--- config.mk ---
export PLATFORM = sky130hd
export DESIGN_NAME = timesync_holdover_state_machine
export DESIGN_NICKNAME = d
export VERILOG_FILES = /design/src/rtl/core/tshsm_pkg.sv /design/src/rtl/core/timesync_holdover_state_machine.sv
export SDC_FILE = /design/constraint.sdc
export NUM_CORES = 1
export LEC_CHECK = 0
export BUFFER_PORTS_ARGS = -buffer_cell sky130_fd_sc_hd__buf_2
export CAP_MARGIN = 0
export CORE_ASPECT_RATIO = 1.75
export CORE_UTILIZATION = 35
export DETAILED_ROUTE_END_ITERATION = 10
export SYNTH_ARGS = -nofsm -noshare
export SYNTH_HDL_FRONTEND = slang
export SYNTH_SLANG_ARGS = --single-unit
--- constraint.sdc ---
create_clock -name clk -period 7.5 [get_ports clk]
set_clock_uncertainty 0.2 [all_clocks]
set_input_delay 2.25 -clock clk [delete_from_list [all_inputs] [get_ports clk]]
set_output_delay 2.25 -clock clk [all_outputs]
set_load 0.005 [all_outputs]
--- src/rtl/core/tshsm_pkg.sv ---
// ----------------------------------------------------------------------------
// tshsm_pkg
// Shared constants for the time-source holdover state machine: lock state
// codes, status flag bits, thresholds and configuration register indexes.
// ----------------------------------------------------------------------------
package tshsm_pkg;

  // Default widths for the top-level parameters
  localparam int PERIOD_WIDTH_DEF = 32;
  localparam int COUNT_WIDTH_DEF  = 16;

  // Configuration port
  localparam int CFG_DATA_W = 32;
  localparam int CFG_IDX_W  = 1;

  localparam logic [CFG_IDX_W-1:0] REG_JITTER_THR = 1'd0;
  localparam logic [CFG_IDX_W-1:0] REG_HOLD_LIMIT = 1'd1;

  localparam int JITTER_THR_W = 32;
  localparam int HOLD_LIMIT_W = 16;

  localparam logic [JITTER_THR_W-1:0] JITTER_THR_RST = 32'd1250;
  localparam logic [HOLD_LIMIT_W-1:0] HOLD_LIMIT_RST = 16'd600;

  // Lock state codes
  localparam logic [1:0] ST_LOST   = 2'd0;
  localparam logic [1:0] ST_FOLLOW = 2'd1;
  localparam logic [1:0] ST_HOLD   = 2'd2;

  // Status flag bits
  localparam logic [2:0] FLAG_SRC    = 3'b001;
  localparam logic [2:0] FLAG_FOLLOW = 3'b010;
  localparam logic [2:0] FLAG_KEEP   = 3'b100;
  localparam logic [2:0] FLAG_NONE   = 3'b000;

  localparam int FLAG_SRC_BIT    = 0;
  localparam int FLAG_FOLLOW_BIT = 1;
  localparam int FLAG_KEEP_BIT   = 2;

  // Holdover submodes
  localparam logic KEEP_NO_SRC  = 1'b0;
  localparam logic KEEP_WITH_SRC = 1'b1;

  // Thresholds
  localparam int         STABLE_NEEDED   = 9;
  localparam logic [7:0] EDGE_ERR_LIMIT  = 8'd4;
  localparam logic [3:0] QUALITY_UNKNOWN = 4'hF;
  localparam logic [7:0] MIN_FRAMES      = 8'd2;

endpackage

--- src/rtl/core/timesync_holdover_state_machine.sv ---
// ----------------------------------------------------------------------------
// timesync_holdover_state_machine
// Per-second jitter check and lost / follow / holdover state machine for an
// external time source, with quality forcing and status flags.
// ----------------------------------------------------------------------------
// One item is taken per clock cycle when the result side keeps up: an item
// transfers into the input register, and while it is held there its jitter
// check and state update run in one pass of compare-and-select logic; the
// result is loaded into the output register when the item advances. The
// output register decouples the two sides, so a new item is accepted while
// a finished result still waits to be taken; the input stalls only
// when both the input and the output register are full and the result
// side is stalling. Configuration writes are to be made only while the
// block is idle; the block itself does not enforce this.
// ----------------------------------------------------------------------------
module timesync_holdover_state_machine #(
  parameter int PERIOD_WIDTH = tshsm_pkg::PERIOD_WIDTH_DEF,
  parameter int COUNT_WIDTH  = tshsm_pkg::COUNT_WIDTH_DEF
) (
  input  logic                             clk,
  input  logic                             rst_n,

  // Configuration write port
  input  logic                             cfg_wr_en,
  input  logic [tshsm_pkg::CFG_IDX_W-1:0]  cfg_idx,
  input  logic [tshsm_pkg::CFG_DATA_W-1:0] cfg_data,

  // Input channel
  input  logic                             in_vld,
  output logic                             in_stall,
  input  logic                             in_source_alive,
  input  logic [PERIOD_WIDTH-1:0]          in_pulse_period,
  input  logic [7:0]                       in_consecutive_frames,
  input  logic [7:0]                       in_edge_error_count,
  input  logic [3:0]                       in_source_quality,

  // Result channel
  output logic                             out_vld,
  input  logic                             out_stall,
  output logic [1:0]                       out_sync_state,
  output logic                             out_holdover_mode,
  output logic                             out_flag_source_ok,
  output logic                             out_flag_follow,
  output logic                             out_flag_keep,
  output logic [3:0]                       out_time_quality,
  output logic                             out_ever_locked,
  output logic [COUNT_WIDTH-1:0]           out_stable_run,
  output logic                             out_jitter_event
);

  // Comparison widths wide enough for both operands
  localparam int THR_W  = tshsm_pkg::JITTER_THR_W;
  localparam int LIM_W  = tshsm_pkg::HOLD_LIMIT_W;
  localparam int PCMP_W = (PERIOD_WIDTH > THR_W) ? PERIOD_WIDTH : THR_W;
  localparam int HCMP_W = (COUNT_WIDTH > LIM_W) ? COUNT_WIDTH : LIM_W;
  localparam logic [COUNT_WIDTH-1:0] CNT_MAX = {COUNT_WIDTH{1'b1}};

  // Configuration registers
  logic [THR_W-1:0] jitter_thr_r;
  logic [LIM_W-1:0] hold_limit_r;

  // Input register
  logic                    in_vld_r;
  logic                    alive_r;
  logic [PERIOD_WIDTH-1:0] period_r;
  logic [7:0]              frames_r;
  logic [7:0]              edge_err_r;
  logic [3:0]              src_q_r;

  // Machine state
  logic [1:0]              lock_state_r, lock_state_nxt;
  logic                    keep_sub_r, keep_sub_nxt;
  logic [COUNT_WIDTH-1:0]  hold_secs_r, hold_secs_nxt;
  logic [COUNT_WIDTH-1:0]  stable_secs_r, stable_secs_nxt;
  logic [COUNT_WIDTH-1:0]  jitter_secs_r, jitter_secs_nxt;
  logic [PERIOD_WIDTH-1:0] prev_period_r;
  logic [2:0]              flags_r, flags_nxt;
  logic [3:0]              quality_r, quality_nxt;
  logic                    locked_once_r, locked_once_nxt;
  logic                    jitter_ev;

  logic advance;

  // Item moves from the input register to the output register
  assign advance  = in_vld_r && (!out_vld || !out_stall);
  assign in_stall = in_vld_r && !advance;

  // Configuration writes
  always_ff @(posedge clk) begin
    if (!rst_n) begin
      jitter_thr_r <= tshsm_pkg::JITTER_THR_RST;
      hold_limit_r <= tshsm_pkg::HOLD_LIMIT_RST;
    end else if (cfg_wr_en) begin
      case (cfg_idx)
        tshsm_pkg::REG_JITTER_THR: jitter_thr_r <= cfg_data[THR_W-1:0];
        tshsm_pkg::REG_HOLD_LIMIT: hold_limit_r <= cfg_data[LIM_W-1:0];
        default: ;
      endcase
    end
  end

  // Input register
  always_ff @(posedge clk) begin
    if (!rst_n) begin
      in_vld_r <= 1'b0;
    end else if (in_vld && !in_stall) begin
      in_vld_r <= 1'b1;
    end else if (advance) begin
      in_vld_r <= 1'b0;
    end
  end

  always_ff @(posedge clk) begin
    if (in_vld && !in_stall) begin
      alive_r    <= in_source_alive;
      period_r   <= in_pulse_period;
      frames_r   <= in_consecutive_frames;
      edge_err_r <= in_edge_error_count;
      src_q_r    <= in_source_quality;
    end
  end

  // Jitter check, holdover count and lock state machine
  always_comb begin
    logic [PERIOD_WIDTH-1:0] diff;
    logic                    over_limit;

    lock_state_nxt  = lock_state_r;
    keep_sub_nxt    = keep_sub_r;
    hold_secs_nxt   = hold_secs_r;
    stable_secs_nxt = stable_secs_r;
    jitter_secs_nxt = jitter_secs_r;
    flags_nxt       = flags_r;
    quality_nxt     = quality_r;
    locked_once_nxt = locked_once_r;
    jitter_ev       = 1'b0;

    // period jitter, skipped on a short frame run
    diff = (period_r > prev_period_r) ? (period_r - prev_period_r)
                                      : (prev_period_r - period_r);
    if (frames_r > tshsm_pkg::MIN_FRAMES) begin
      if (PCMP_W'(diff) > PCMP_W'(jitter_thr_r)) begin
        jitter_ev       = 1'b1;
        jitter_secs_nxt = (jitter_secs_r == CNT_MAX) ? CNT_MAX
                                                     : jitter_secs_r + 1'b1;
        stable_secs_nxt = '0;
      end else begin
        stable_secs_nxt = (stable_secs_r == CNT_MAX) ? CNT_MAX
                                                     : stable_secs_r + 1'b1;
        jitter_secs_nxt = '0;
      end
    end

    // holdover seconds count outside follow
    if (lock_state_r != tshsm_pkg::ST_FOLLOW) begin
      hold_secs_nxt = (hold_secs_r == CNT_MAX) ? CNT_MAX : hold_secs_r + 1'b1;
    end
    over_limit = HCMP_W'(hold_secs_nxt) > HCMP_W'(hold_limit_r);

    case (lock_state_r)
      tshsm_pkg::ST_LOST: begin
        if ((stable_secs_nxt >= COUNT_WIDTH'(tshsm_pkg::STABLE_NEEDED)) && alive_r) begin
          lock_state_nxt  = tshsm_pkg::ST_FOLLOW;
          locked_once_nxt = 1'b1;
          flags_nxt       = tshsm_pkg::FLAG_SRC | tshsm_pkg::FLAG_FOLLOW;
          quality_nxt     = src_q_r;
        end else begin
          flags_nxt = alive_r ? tshsm_pkg::FLAG_SRC : tshsm_pkg::FLAG_NONE;
        end
      end
      tshsm_pkg::ST_FOLLOW: begin
        hold_secs_nxt = '0;
        if (!alive_r) begin
          lock_state_nxt = tshsm_pkg::ST_HOLD;
          keep_sub_nxt   = tshsm_pkg::KEEP_NO_SRC;
          flags_nxt      = tshsm_pkg::FLAG_KEEP;
        end else begin
          quality_nxt = src_q_r;
        end
      end
      tshsm_pkg::ST_HOLD: begin
        if (alive_r && (edge_err_r == 8'd0)) begin
          // clean source back: resume following
          lock_state_nxt = tshsm_pkg::ST_FOLLOW;
          flags_nxt      = tshsm_pkg::FLAG_SRC | tshsm_pkg::FLAG_FOLLOW;
          quality_nxt    = src_q_r;
        end else begin
          if (over_limit) begin
            quality_nxt = tshsm_pkg::QUALITY_UNKNOWN;
          end
          if (keep_sub_r == tshsm_pkg::KEEP_NO_SRC) begin
            flags_nxt = tshsm_pkg::FLAG_KEEP;
            if (!alive_r) begin
              if (over_limit) begin
                lock_state_nxt  = tshsm_pkg::ST_LOST;
                flags_nxt       = tshsm_pkg::FLAG_NONE;
                stable_secs_nxt = '0;
              end
            end else begin
              keep_sub_nxt = tshsm_pkg::KEEP_WITH_SRC;
            end
          end else begin
            flags_nxt = tshsm_pkg::FLAG_SRC | tshsm_pkg::FLAG_KEEP;
            if (!alive_r) begin
              keep_sub_nxt = tshsm_pkg::KEEP_NO_SRC;
              flags_nxt    = tshsm_pkg::FLAG_KEEP;
            end else if (edge_err_r >= tshsm_pkg::EDGE_ERR_LIMIT) begin
              lock_state_nxt  = tshsm_pkg::ST_LOST;
              flags_nxt       = tshsm_pkg::FLAG_SRC;
              stable_secs_nxt = '0;
            end
          end
        end
      end
      default: begin
        lock_state_nxt = tshsm_pkg::ST_LOST;
        flags_nxt      = tshsm_pkg::FLAG_NONE;
        quality_nxt    = tshsm_pkg::QUALITY_UNKNOWN;
      end
    endcase
  end

  // State update on each transfer to the output register
  always_ff @(posedge clk) begin
    if (!rst_n) begin
      lock_state_r  <= tshsm_pkg::ST_LOST;
      keep_sub_r    <= tshsm_pkg::KEEP_NO_SRC;
      hold_secs_r   <= '0;
      stable_secs_r <= '0;
      jitter_secs_r <= '0;
      prev_period_r <= '0;
      flags_r       <= tshsm_pkg::FLAG_NONE;
      quality_r     <= tshsm_pkg::QUALITY_UNKNOWN;
      locked_once_r <= 1'b0;
    end else if (advance) begin
      lock_state_r  <= lock_state_nxt;
      keep_sub_r    <= keep_sub_nxt;
      hold_secs_r   <= hold_secs_nxt;
      stable_secs_r <= stable_secs_nxt;
      jitter_secs_r <= jitter_secs_nxt;
      prev_period_r <= period_r;
      flags_r       <= flags_nxt;
      quality_r     <= quality_nxt;
      locked_once_r <= locked_once_nxt;
    end
  end

  // Output register
  always_ff @(posedge clk) begin
    if (!rst_n) begin
      out_vld <= 1'b0;
    end else if (advance) begin
      out_vld <= 1'b1;
    end else if (!out_stall) begin
      out_vld <= 1'b0;
    end
  end

  always_ff @(posedge clk) begin
    if (advance) begin
      out_sync_state     <= lock_state_nxt;
      out_holdover_mode  <= (lock_state_nxt == tshsm_pkg::ST_HOLD) ? keep_sub_nxt : 1'b0;
      out_flag_source_ok <= flags_nxt[tshsm_pkg::FLAG_SRC_BIT];
      out_flag_follow    <= flags_nxt[tshsm_pkg::FLAG_FOLLOW_BIT];
      out_flag_keep      <= flags_nxt[tshsm_pkg::FLAG_KEEP_BIT];
      out_time_quality   <= quality_nxt;
      out_ever_locked    <= locked_once_nxt;
      out_stable_run     <= stable_secs_nxt;
      out_jitter_event   <= jitter_ev;
    end
  end

endmodule
# Yosys cells after proc, flatten, opt, wreduce, memory -nomap -nowiden
# Cells that the tools add are included.
word_totals:
  register_bits: 206
  latchBits: 0
  mem_bits_rw: 0
  mem_bits_ro: 0
  inputBits: 91
  output_inout_bits: 30
  wordCells: 108
  memories: 0
classes:
  n_addsub: 4
  n_mul: 0
  div_mod_pow: 0
  magnitude_cmp: 6
  n_eq_ne: 7
  shifts: 0
  muxes: 49
  bitwise_logic: 1
  reduce_logical: 15
ops:
  columns: ["op", "n"]
  rows:
  - ["16-bit 2-to-1 mux", 13]
  - ["32-bit > comparator", 2]
  - ["32-bit subtractor", 2]
  - ["16-bit by 1-bit adder with 16-bit output (second input constant)", 2]
  - ["16-bit == test (second input constant)", 2]
  - ["32-bit 2-to-1 mux", 1]
  - ["3-bit 2-to-1 mux", 7]
  - ["2-bit 2-to-1 mux", 9]
  - ["16-bit by 4-bit >= comparator with 1-bit output (second input constant)", 1]
  - ["16-bit > comparator", 1]
  - ["4-bit 2-to-1 mux", 4]
  - ["4-bit case mux with 3 select lines", 1]
  - ["1-bit 2-to-1 mux", 11]
  - ["3-bit case mux with 3 select lines", 1]
  - ["8-bit by 3-bit >= comparator with 1-bit output (second input constant)", 1]
  - ["8-bit by 2-bit > comparator with 1-bit output (second input constant)", 1]
  - ["8-bit zero test", 1]
  - ["2-bit case mux with 3 select lines", 1]
  - ["1-bit logical AND", 5]
  - ["2-bit == test (second input constant)", 2]
  - ["1-bit zero test", 4]
  - ["2-bit by 1-bit inequality test with 1-bit output (second input constant)", 2]
  - ["2-bit AND reduction", 2]
  - ["2-bit by 1-bit == test with 1-bit output (second input constant)", 1]
  - ["5 further kinds", 5]

# Longest topological paths before layout
# Gate-level depths: netlist (run 1).
depth:
  ltp_word: 10
  depth_mapped: 26
  mapped_depth_nobuf: 23

# Worst setup path before layout (run 1)
# OpenSTA, ideal clock, no wires.
synth_path:
  path_kind: "in2reg"
  start: "in out_stall"
  end: "reg alive_r (enable)"
  setup_ps: 470
  arrival_time_ps: 4837
  path_slack_ps: 1992
  stages: 2
  path_cell_list: "and3_1 > nor2b_1"
synth_between:
  elab_chain_len: 7
synth_lines:
  columns: ["element", "line_no", "rtl"]
  rows:
  - ["from (decl)", "timesync_holdover_state_machine.sv:39", "input logic out_stall,"]
  - ["1-bit zero test", null, null]
  - ["1-bit logical OR", "timesync_holdover_state_machine.sv:85", "assign advance = in_vld_r && (!out_vld || !out_stall);"]
  - ["1-bit logical AND", "timesync_holdover_state_machine.sv:85", null]
  - ["1-bit zero test", "timesync_holdover_state_machine.sv:86", "assign in_stall = in_vld_r && !advance;"]
  - ["1-bit logical AND", "timesync_holdover_state_machine.sv:86", null]
  - ["1-bit zero test", "timesync_holdover_state_machine.sv:114", "if (in_vld && !in_stall) begin"]
  - ["1-bit logical AND", "timesync_holdover_state_machine.sv:114", null]
  - ["to (signal assigned)", "timesync_holdover_state_machine.sv:115", "alive_r <= in_source_alive;"]
  - ["to (decl)", "timesync_holdover_state_machine.sv:64", "logic alive_r;"]
# No other way between the ends.
# A chain may end at the register's enable or synchronous reset.

# Worst setup path after layout (run 1)
layout_path:
  start: "reg period_r[17]"
  end: "reg out_time_quality[1], data pin"
layout_between:
  elab_chain_len: 9
  elab_cells_between_ends: 11
  classes_between: "add/sub (2); order compare (3); mux (5); reduce/logical (1)"
layout_lines:
  columns: ["element", "line_no", "rtl"]
  rows:
  - ["from (decl)", "timesync_holdover_state_machine.sv:65", "logic [PERIOD_WIDTH-1:0] period_r;"]
  - ["from (signal assigned)", "timesync_holdover_state_machine.sv:116", "period_r <= in_pulse_period;"]
  - ["32-bit subtractor (tied with other cells)", "timesync_holdover_state_machine.sv:140", ": (prev_period_r - period_r);"]
  - ["32-bit 2-to-1 mux (*)", "timesync_holdover_state_machine.sv:139", "diff = (period_r > prev_period_r) ? (period_r - prev_period_r)"]
  - ["32-bit > comparator (*)", "timesync_holdover_state_machine.sv:142", "if (PCMP_W'(diff) > PCMP_W'(jitter_thr_r)) begin"]
  - ["16-bit 2-to-1 mux (*)", "timesync_holdover_state_machine.sv:142", null]
  - ["16-bit 2-to-1 mux (*)", "timesync_holdover_state_machine.sv:141", "if (frames_r > tshsm_pkg::MIN_FRAMES) begin"]
  - ["16-bit by 4-bit >= comparator with 1-bit output (*)", "timesync_holdover_state_machine.sv:162", "if ((stable_secs_nxt >= COUNT_WIDTH'(tshsm_pkg::STABLE_NEEDED)) && alive_r) begin"]
  - ["1-bit logical AND (*)", "timesync_holdover_state_machine.sv:162", null]
  - ["4-bit 2-to-1 mux (*)", "timesync_holdover_state_machine.sv:162", null]
  - ["4-bit case mux with 3 select lines (*)", "timesync_holdover_state_machine.sv:160", "case (lock_state_r)"]
  - ["net quality_nxt[1]", "timesync_holdover_state_machine.sv:78", "logic [3:0] quality_r, quality_nxt;"]
  - ["to (signal assigned)", "timesync_holdover_state_machine.sv:266", "out_time_quality <= quality_nxt;"]
  - ["to (decl)", "timesync_holdover_state_machine.sv:45", "output logic [3:0] out_time_quality,"]
# The timed path passes the listed nets; every way through them passes the cells marked *.

==> out/qor.yml, run 1 <==
outcome: "finished clean"
portBuffers: 120
grt_max_degree: 83
routabilityCongestion: 0.962
die_height_um: 264
dr.pass1.iters: 5
synth_enable_flop_cells: 81
critical_path_peak_fanout: 33
grt_usage: 0.204
hold_path_depth: 2
slew_violations: 0
cts_buffer_depth: 3
cts.reportedPaths.clkPinSlew_ns: 0.07
overall_via_count_from_detail_route: 12000
hold_path_startpoint: "jitter_thr_r[15]"
rr_startpoint: "period_r[17]"
cap_violations: 0
die_width_um: 151
min_delay_worst_endpoint: "jitter_thr_r[15]"
tightestPinTransition_ns: 0.817
layout.area.seq_mm2: 0.00493
slew_headroom: 0.455
worst-endpoint-arrival_ns: 6.86
relative_contribution_of_sequential_cells_to_total_power: 0.410
ys_warn_count: 0
timing.critical_path.slowest_stage_cell: "nor3_1"
grt_pass1_wl_um: 63400
synth_sequential_area_ratio: 0.361
reg2regPathDepth: 21
ios: 121
endpoint_kind: "register"
synth.avg_cell_area_um2: 8.36
maxClockFrequency_mhz: 147
vias_in_the_first_global_route: 12100
detail_placement_hpwl_um: 30300
final-setup-viol-count: 0
post_route_cells_drive_above_1_share: 0.120
antenna_violating_nets_post_route: 0
reg2reg_slack_ns: 0.71
layout_common_cells: "nand2_1, a21oi_1, inv_1"
clkSinkCount: 206
worstPathRequired_ns: 7.57
grt_antenna_before_repair: 0
postRouteWirelength_um: 40400
synth.distinct_cells: 81
p_clk_frac: 0.381
slowest_delay_ns: 0.66
syn_to_final_growth_pct: 12.3
rows: 95
cp_cell_sequence: "inv_1, ha_1, nand4_1, nor4_4, nand3_1, a21oi_4, buf_4, mux2i_1, a221o_1, a31oi_1, xnor2_1, ha_1, nand4_1, nor3_1, o211ai_1, a31oi_1, o21ai_1, nor2_1, o21ba_1, nor2_1, a221o_1"
timing.hold.ws_ns: 0.265
start_util: 0.355
diodes: 0
cts_setup_buffers: 0
pleak_uw: 0.00610
intPower_uw: 2140
hold_buffers: 0
synthesis.area_mm2: 0.0137
post_cts_resize_count: 0
dr.first_iter.drc_count: 559
grt.overflow.total: 0
syn-num-nets: 1846
worst-setup-path-type: "register to register"
cpLargestDelayFamily: "simple AND/OR/NAND/NOR gates"
power_switching_uw: 894
synth-async-reset-ratio: 0
cts-root-buf: "clkbuf_16"
rsz0062_at_grt: "no"
swShare: 0.295
timing.final.hold_violations: 0
clock_tree_from_tritoncts: "yes"
startpoint_type: "register"
final_setup_tns_ns: 0
setup_ws_ns: 0.710
vias_per_cell: 5.45
fin_crit_sh: 0.905
power.density_cell_area_mw_per_mm2: 197
postSynthCellCount: 1636
worstSkewPairLatency_ns: 0.52
filler_cells: 3969
cts_buffers: 21
most_used_flip_flop_cell_after_synthesis: "dfxtp_1"
drt-wirelength-per-cell_um: 18.3
final_layout_net_count: 1914
vdd.ir_drop.worst_v: 0.000174
post-route-min-period_ns: 6.79
combPwrFrac: 0.209
dieArea_mm2: 0.0399
core_mm2: 0.0385
drc: 0
crit_buf_inv: 2
htree_levels: 1
synth_seq_cells: 206
hold_path_class: "register to register"
multi_input_gate_area_in_the_final_layout_mm2: 0.00783
dp_slack_ns: 0.745
layout.cells.most_common: "nand2_1"
timing.rr.end: "out_time_quality[1]"
[logic make-up after synthesis]
group,Yosys count,share of synthesized area
and+or+nand+nor,532,0.184
AOI/OAI and AO/OA,494,0.239
buffers and inverters,228,0.0678
DFF,206,0.361
adders and majority gates,119,0.110
xor gates and xnor gates,42,0.0269
muxes,15,0.0113
[cell usage after synthesis (6+ instances only)]
library cell  instances  area, um2
xor2_1               19        166
a31oi_1              15       93.8
dfxtp_1             125       2500
inv_1               136        510
and2_1                8       50.1
nor2b_1              25        156
a211oi_1             12       90.1
a21oi_1             143        716
nor2_1               66        248
mux2i_1              11        110
buf_2                21        105
edfxtp_1             81       2430
nor3_1               28        140
o21a_1               12       90.1
buf_1                 6       22.5
ha_1                117       1460
nand3_1              33        165
a21o_1               23        173
and4_1               11       96.3
nand4_1              24        150
a221o_1              11        110
nand2b_1              9       56.3
o21ai_0              76        380
a22oi_1              10       75.1
o211ai_1             19        143
xnor2_1              23        201
buf_4                 6       45.0
o31ai_1               9       67.6
nand2_1             283       1060
clkbuf_1             55        206
o21bai_1             16        120
and3_1               13       81.3
o21ai_1               6       30.0
a21boi_0             89        668
[power by group through the flow]
stage / Clock [uW] / Sequential [uW] / Combinational (uW)
after CTS: 1190 / 1240 / 634
after global placement: 0 / 1270 / 618
after global routing: 1220 / 1250 / 702
after detailed placement: 0 / 1270 / 628
after floorplan: 0 / 1260 / 436
final: 1160 / 1240 / 634
[tightest hold or removal path, stage by stage (launching register included)]
cell	delay, ns
dfxtp_1	0.31
nand2_1	0.05
a21boi_0	0.06
[through the flow]
step           power [uW]  std cells  utilization  instance area (um2)
2_1_floorplan        1700       1636            -                13700
3_5_place_dp         1900       2166        0.379                14600
4_1_cts              3070       2203        0.399                15400
3_3_place_gp         1890       2166        0.379                14600
5_1_grt              3170       2203        0.399                15400
6_report             3040       2203        0.399                15400
[state kept, by name, indices dropped and copies added (netlist names), 2 cells and up]
name              cells
hold_secs_r          16
stable_secs_r        16
out_time_quality      4
jitter_thr_r         32
out_stable_run       16
out_sync_state        2
prev_period_r        32
period_r             32
src_q_r               4
lock_state_r          2
flags_r               3
hold_limit_r         16
edge_err_r            8
quality_r             4
frames_r              8
[worst max-delay path by stage]
| stage | depth (start not counted) | slack (ns) | startpoint | endpoint |
|---|---|---|---|---|
| 2_1_floorplan | 2 | 1.99 | out_stall | alive_r |
| 3_3_place_gp | 22 | 0.86 | period_r[19] | out_time_quality[1] |
| 3_5_place_dp | 22 | 0.75 | period_r[19] | out_time_quality[1] |
| 4_1_cts | 22 | 0.74 | period_r[19] | out_time_quality[1] |
| 5_1_grt | 21 | 0.32 | period_r[15] | out_holdover_mode |
| 6_report | 21 | 0.71 | period_r[17] | out_time_quality[1] |
[per-layer routing]
layer / part of all wire / GRT usage / vias up
met1: 0.36 / 0.204 / 5704
met4: 0.051 / 0.107 / 0
met3: 0.033 / 0.0199 / 99
met5: 0 / 0 / -
li1: - / - / 5906
met2: 0.55 / 0.398 / 299
[final cells by class]
class / count / share of cell area
clock buffer: 31 / 0.0440
clock inverter: 6 / 0.00537
inverter: 137 / 0.0335
multi-input combinational: 1202 / 0.509
sequential: 206 / 0.321
tap: 485 / 0.0395
timing repair buffer: 136 / 0.0471
No activity file was read; power rests on OpenSTA's default activity.
==> run 2, diff against run 1 <==
--- a/config.mk
+++ b/config.mk
@@ -7,9 +7,12 @@
 export LEC_CHECK = 0
 export BUFFER_PORTS_ARGS = -buffer_cell sky130_fd_sc_hd__buf_2
 export CAP_MARGIN = 0
+export CELL_PAD_IN_SITES_DETAIL_PLACEMENT = 1
+export CELL_PAD_IN_SITES_GLOBAL_PLACEMENT = 1
 export CORE_ASPECT_RATIO = 1.75
 export CORE_UTILIZATION = 35
 export DETAILED_ROUTE_END_ITERATION = 10
+export PLACE_DENSITY_LB_ADDON = 0.1
 export SYNTH_ARGS = -nofsm -noshare
 export SYNTH_HDL_FRONTEND = slang
 export SYNTH_SLANG_ARGS = --single-unit
==> run 2 against run 1 <==
Net effect:
- register-to-register slack barely moved
- sequential cell count did not move
- clock power rose by 3%
- clock-buffer cell count rose by 2
- sequential share of layout area barely moved
- sequential power barely moved
==> out/qor.yml, run 2 (same netlist as run 1, synthesis figures left out) <==
post-route-min-period_ns: 6.78  # -0.00998 ns
rsz0062_at_grt: "no"
vdd.ir_drop.worst_v: 0.000169  # -2.6%
hold_path_class: "register to register"
crit_start: "period_r[23]"
pleak_uw: 0.00610  # about the same
start_util: 0.355  # unchanged
timing.critical_path.slowest_stage_cell: "a2111oi_0"
slew_headroom: 0.291  # -0.165
grt_usage: 0.224  # +0.0202
placed_area_mm2: 0.0146  # -0.15%
htree_levels: 1  # unchanged
fin_crit_sh: 0.904  # -0.00133
layout.cells.most_common: "nand2_1"
combPwrFrac: 0.211  # +0.002
dr.pass1.iters: 4  # -1
final-setup-viol-count: 0  # unchanged
final_setup_tns_ns: 0  # unchanged
rows: 95  # unchanged
portBuffers: 120  # unchanged
timing.rr.end: "lock_state_r[1]"
reg_top3: "jitter_thr_r (32), period_r (32), prev_period_r (32)"
vias_per_cell: 5.43  # -0.36%
clkSinkCount: 206  # unchanged
critical_path_peak_fanout: 9  # -73%
final_design_area_no_fill_mm2: 0.0154  # about the same
grt_antenna_before_repair: 0  # unchanged
worstSkewPairLatency_ns: 0.53  # about the same
cts_setup_buffers: 0  # unchanged
cts_buffer_depth: 3  # unchanged
cp_cell_sequence: "inv_1, ha_1, nand2_1, o21ai_1, a221oi_1, o21ai_1, a21o_1, a311oi_4, o31a_1, or4_1, a32oi_1, ha_1, nand4_1, nor3_1, o211ai_1, a31oi_1, o21ai_1, a2111oi_0, o21ai_0, a311oi_1, o21a_1"
reg2reg_slack_ns: 0.72  # about the same
timing.final.hold_violations: 0  # unchanged
detail_placement_hpwl_um: 33200  # +9.8%
p_clk_frac: 0.387  # +0.006
reg2regPathDepth: 21  # unchanged
dr.first_iter.drc_count: 408  # -27%
swShare: 0.300  # +0.00559
die_height_um: 264  # unchanged
startpoint_type: "register"
final_layout_net_count: 1913  # -0.052%
endpoint_kind: "register"
grt_pass1_wl_um: 69200  # +9.2%
drc: 0  # unchanged
core_mm2: 0.0385  # unchanged
overall_via_count_from_detail_route: 12000  # -0.32%
grt.overflow.total: 0  # unchanged
post_cts_resize_count: 0  # unchanged
drt-wirelength-per-cell_um: 19.9  # +8.6%
post_route_cells_drive_above_1_share: 0.119  # -0.000651
grt_max_degree: 73  # -12%
clock_tree_from_tritoncts: "yes"
postRouteWirelength_um: 43900  # +8.6%
antenna_violating_nets_post_route: 0  # unchanged
crit_end: "lock_state_r[1]"
cts.reportedPaths.clkPinSlew_ns: 0.06  # about the same
power_switching_uw: 932  # +4.2%
syn_to_final_growth_pct: 12.4  # about the same
routabilityCongestion: 0.892  # -7.3%
worstPathRequired_ns: 7.78  # +0.21 ns
hold_path_depth: 2  # unchanged
rr_startpoint: "period_r[23]"
tightestPinTransition_ns: 1.06  # +0.247 ns
relative_contribution_of_sequential_cells_to_total_power: 0.402  # -0.008
maxClockFrequency_mhz: 147  # +0.15%
layout_common_cells: "nand2_1, a21oi_1, inv_1"
worst-endpoint-arrival_ns: 7.06  # +0.20 ns
slew_violations: 0  # unchanged
vias_in_the_first_global_route: 12800  # +5.7%
hold_buffers: 0  # unchanged
diodes: 0  # unchanged
intPower_uw: 2170  # +1.5%
cts_buffers: 23  # +9.5%
outcome: "finished clean"
slowest_delay_ns: 0.57  # -0.09 ns
worst-setup-path-type: "register to register"
dieArea_mm2: 0.0399  # unchanged
power.density_cell_area_mw_per_mm2: 202  # +2.2%
timing.critical_path.mode_cell: "o21ai_1"
ios: 121  # unchanged
die_width_um: 151  # unchanged
cap_violations: 0  # unchanged
cts-root-buf: "clkbuf_16"
-- run 2: changes by cell type in the layout (fill, tap and decap cells not counted) --
cell and delta:
clkinv_1 -1, clkinv_2 +3, bufinv_16 +1, buf_4 -3, clkbuf_1 +3, clkbuf_8 -1
clkinv_4 -1, inv_2 -1, clkinvlp_4 +1
-- run 2: layer usage --
layer  up-vias  wire length (um)  GRT usage
li1       5905                 -          -
met1      5795             16600      0.229
met2       182             24100      0.434
met3        88              1060     0.0232
met4         0              2110      0.110
met5         -                 0          0
-- run 2: layout make-up --
cell class                 count  area [um2]
clock buffer                  33         674
clock inverter                 8         118
fill                        4654       23100
inverter                     137         515
multi-input combinational   1202        7830
sequential                   206        4930
tap                          485         607
timing repair buffer         133         701
-- run 2: per-stage QoR --
step	setup WS (ns)	power (uW)	hold slack, ns	util	cells
global placement	0.847	1920	0.243	0.379	2163
floorplan	1.99	1700	0.233	-	1636
CTS	0.683	3160	0.269	0.399	2204
finish	0.720	3100	0.267	0.399	2204
global route	0.270	3260	0.286	0.399	2204
detailed placement	0.747	1930	0.250	0.379	2163
-- run 2: worst min path at each step --
| stage | from | to | slack (ns) |
|---|---|---|---|
| 6_report | jitter_thr_r[15] | jitter_thr_r[15] | 0.27 |
| 5_1_grt | prev_period_r[31] | prev_period_r[31] | 0.29 |
| 4_1_cts | jitter_thr_r[12] | jitter_thr_r[12] | 0.27 |
| 3_5_place_dp | locked_once_r | locked_once_r | 0.25 |
| 3_3_place_gp | locked_once_r | locked_once_r | 0.24 |
| 2_1_floorplan | locked_once_r | locked_once_r | 0.23 |
-- run 2: power groups by stage --
stage               Clock, uW  Combinational, uW  Sequential (uW)
floorplan                   0                436             1260
global placement            0                647             1270
detailed placement          0                661             1270
CTS                      1250                665             1250
global route             1280                731             1250
finish                   1200                656             1250
-- run 2: worst max-delay path, delay by kind of cell, from the launching register on --
kind	cells	cell delay (ns)
flops	1	0.37
fa+ha+maj	2	0.75
compound gates	14	4.18
simple gates	4	1.17
buf+inv	1	0.06
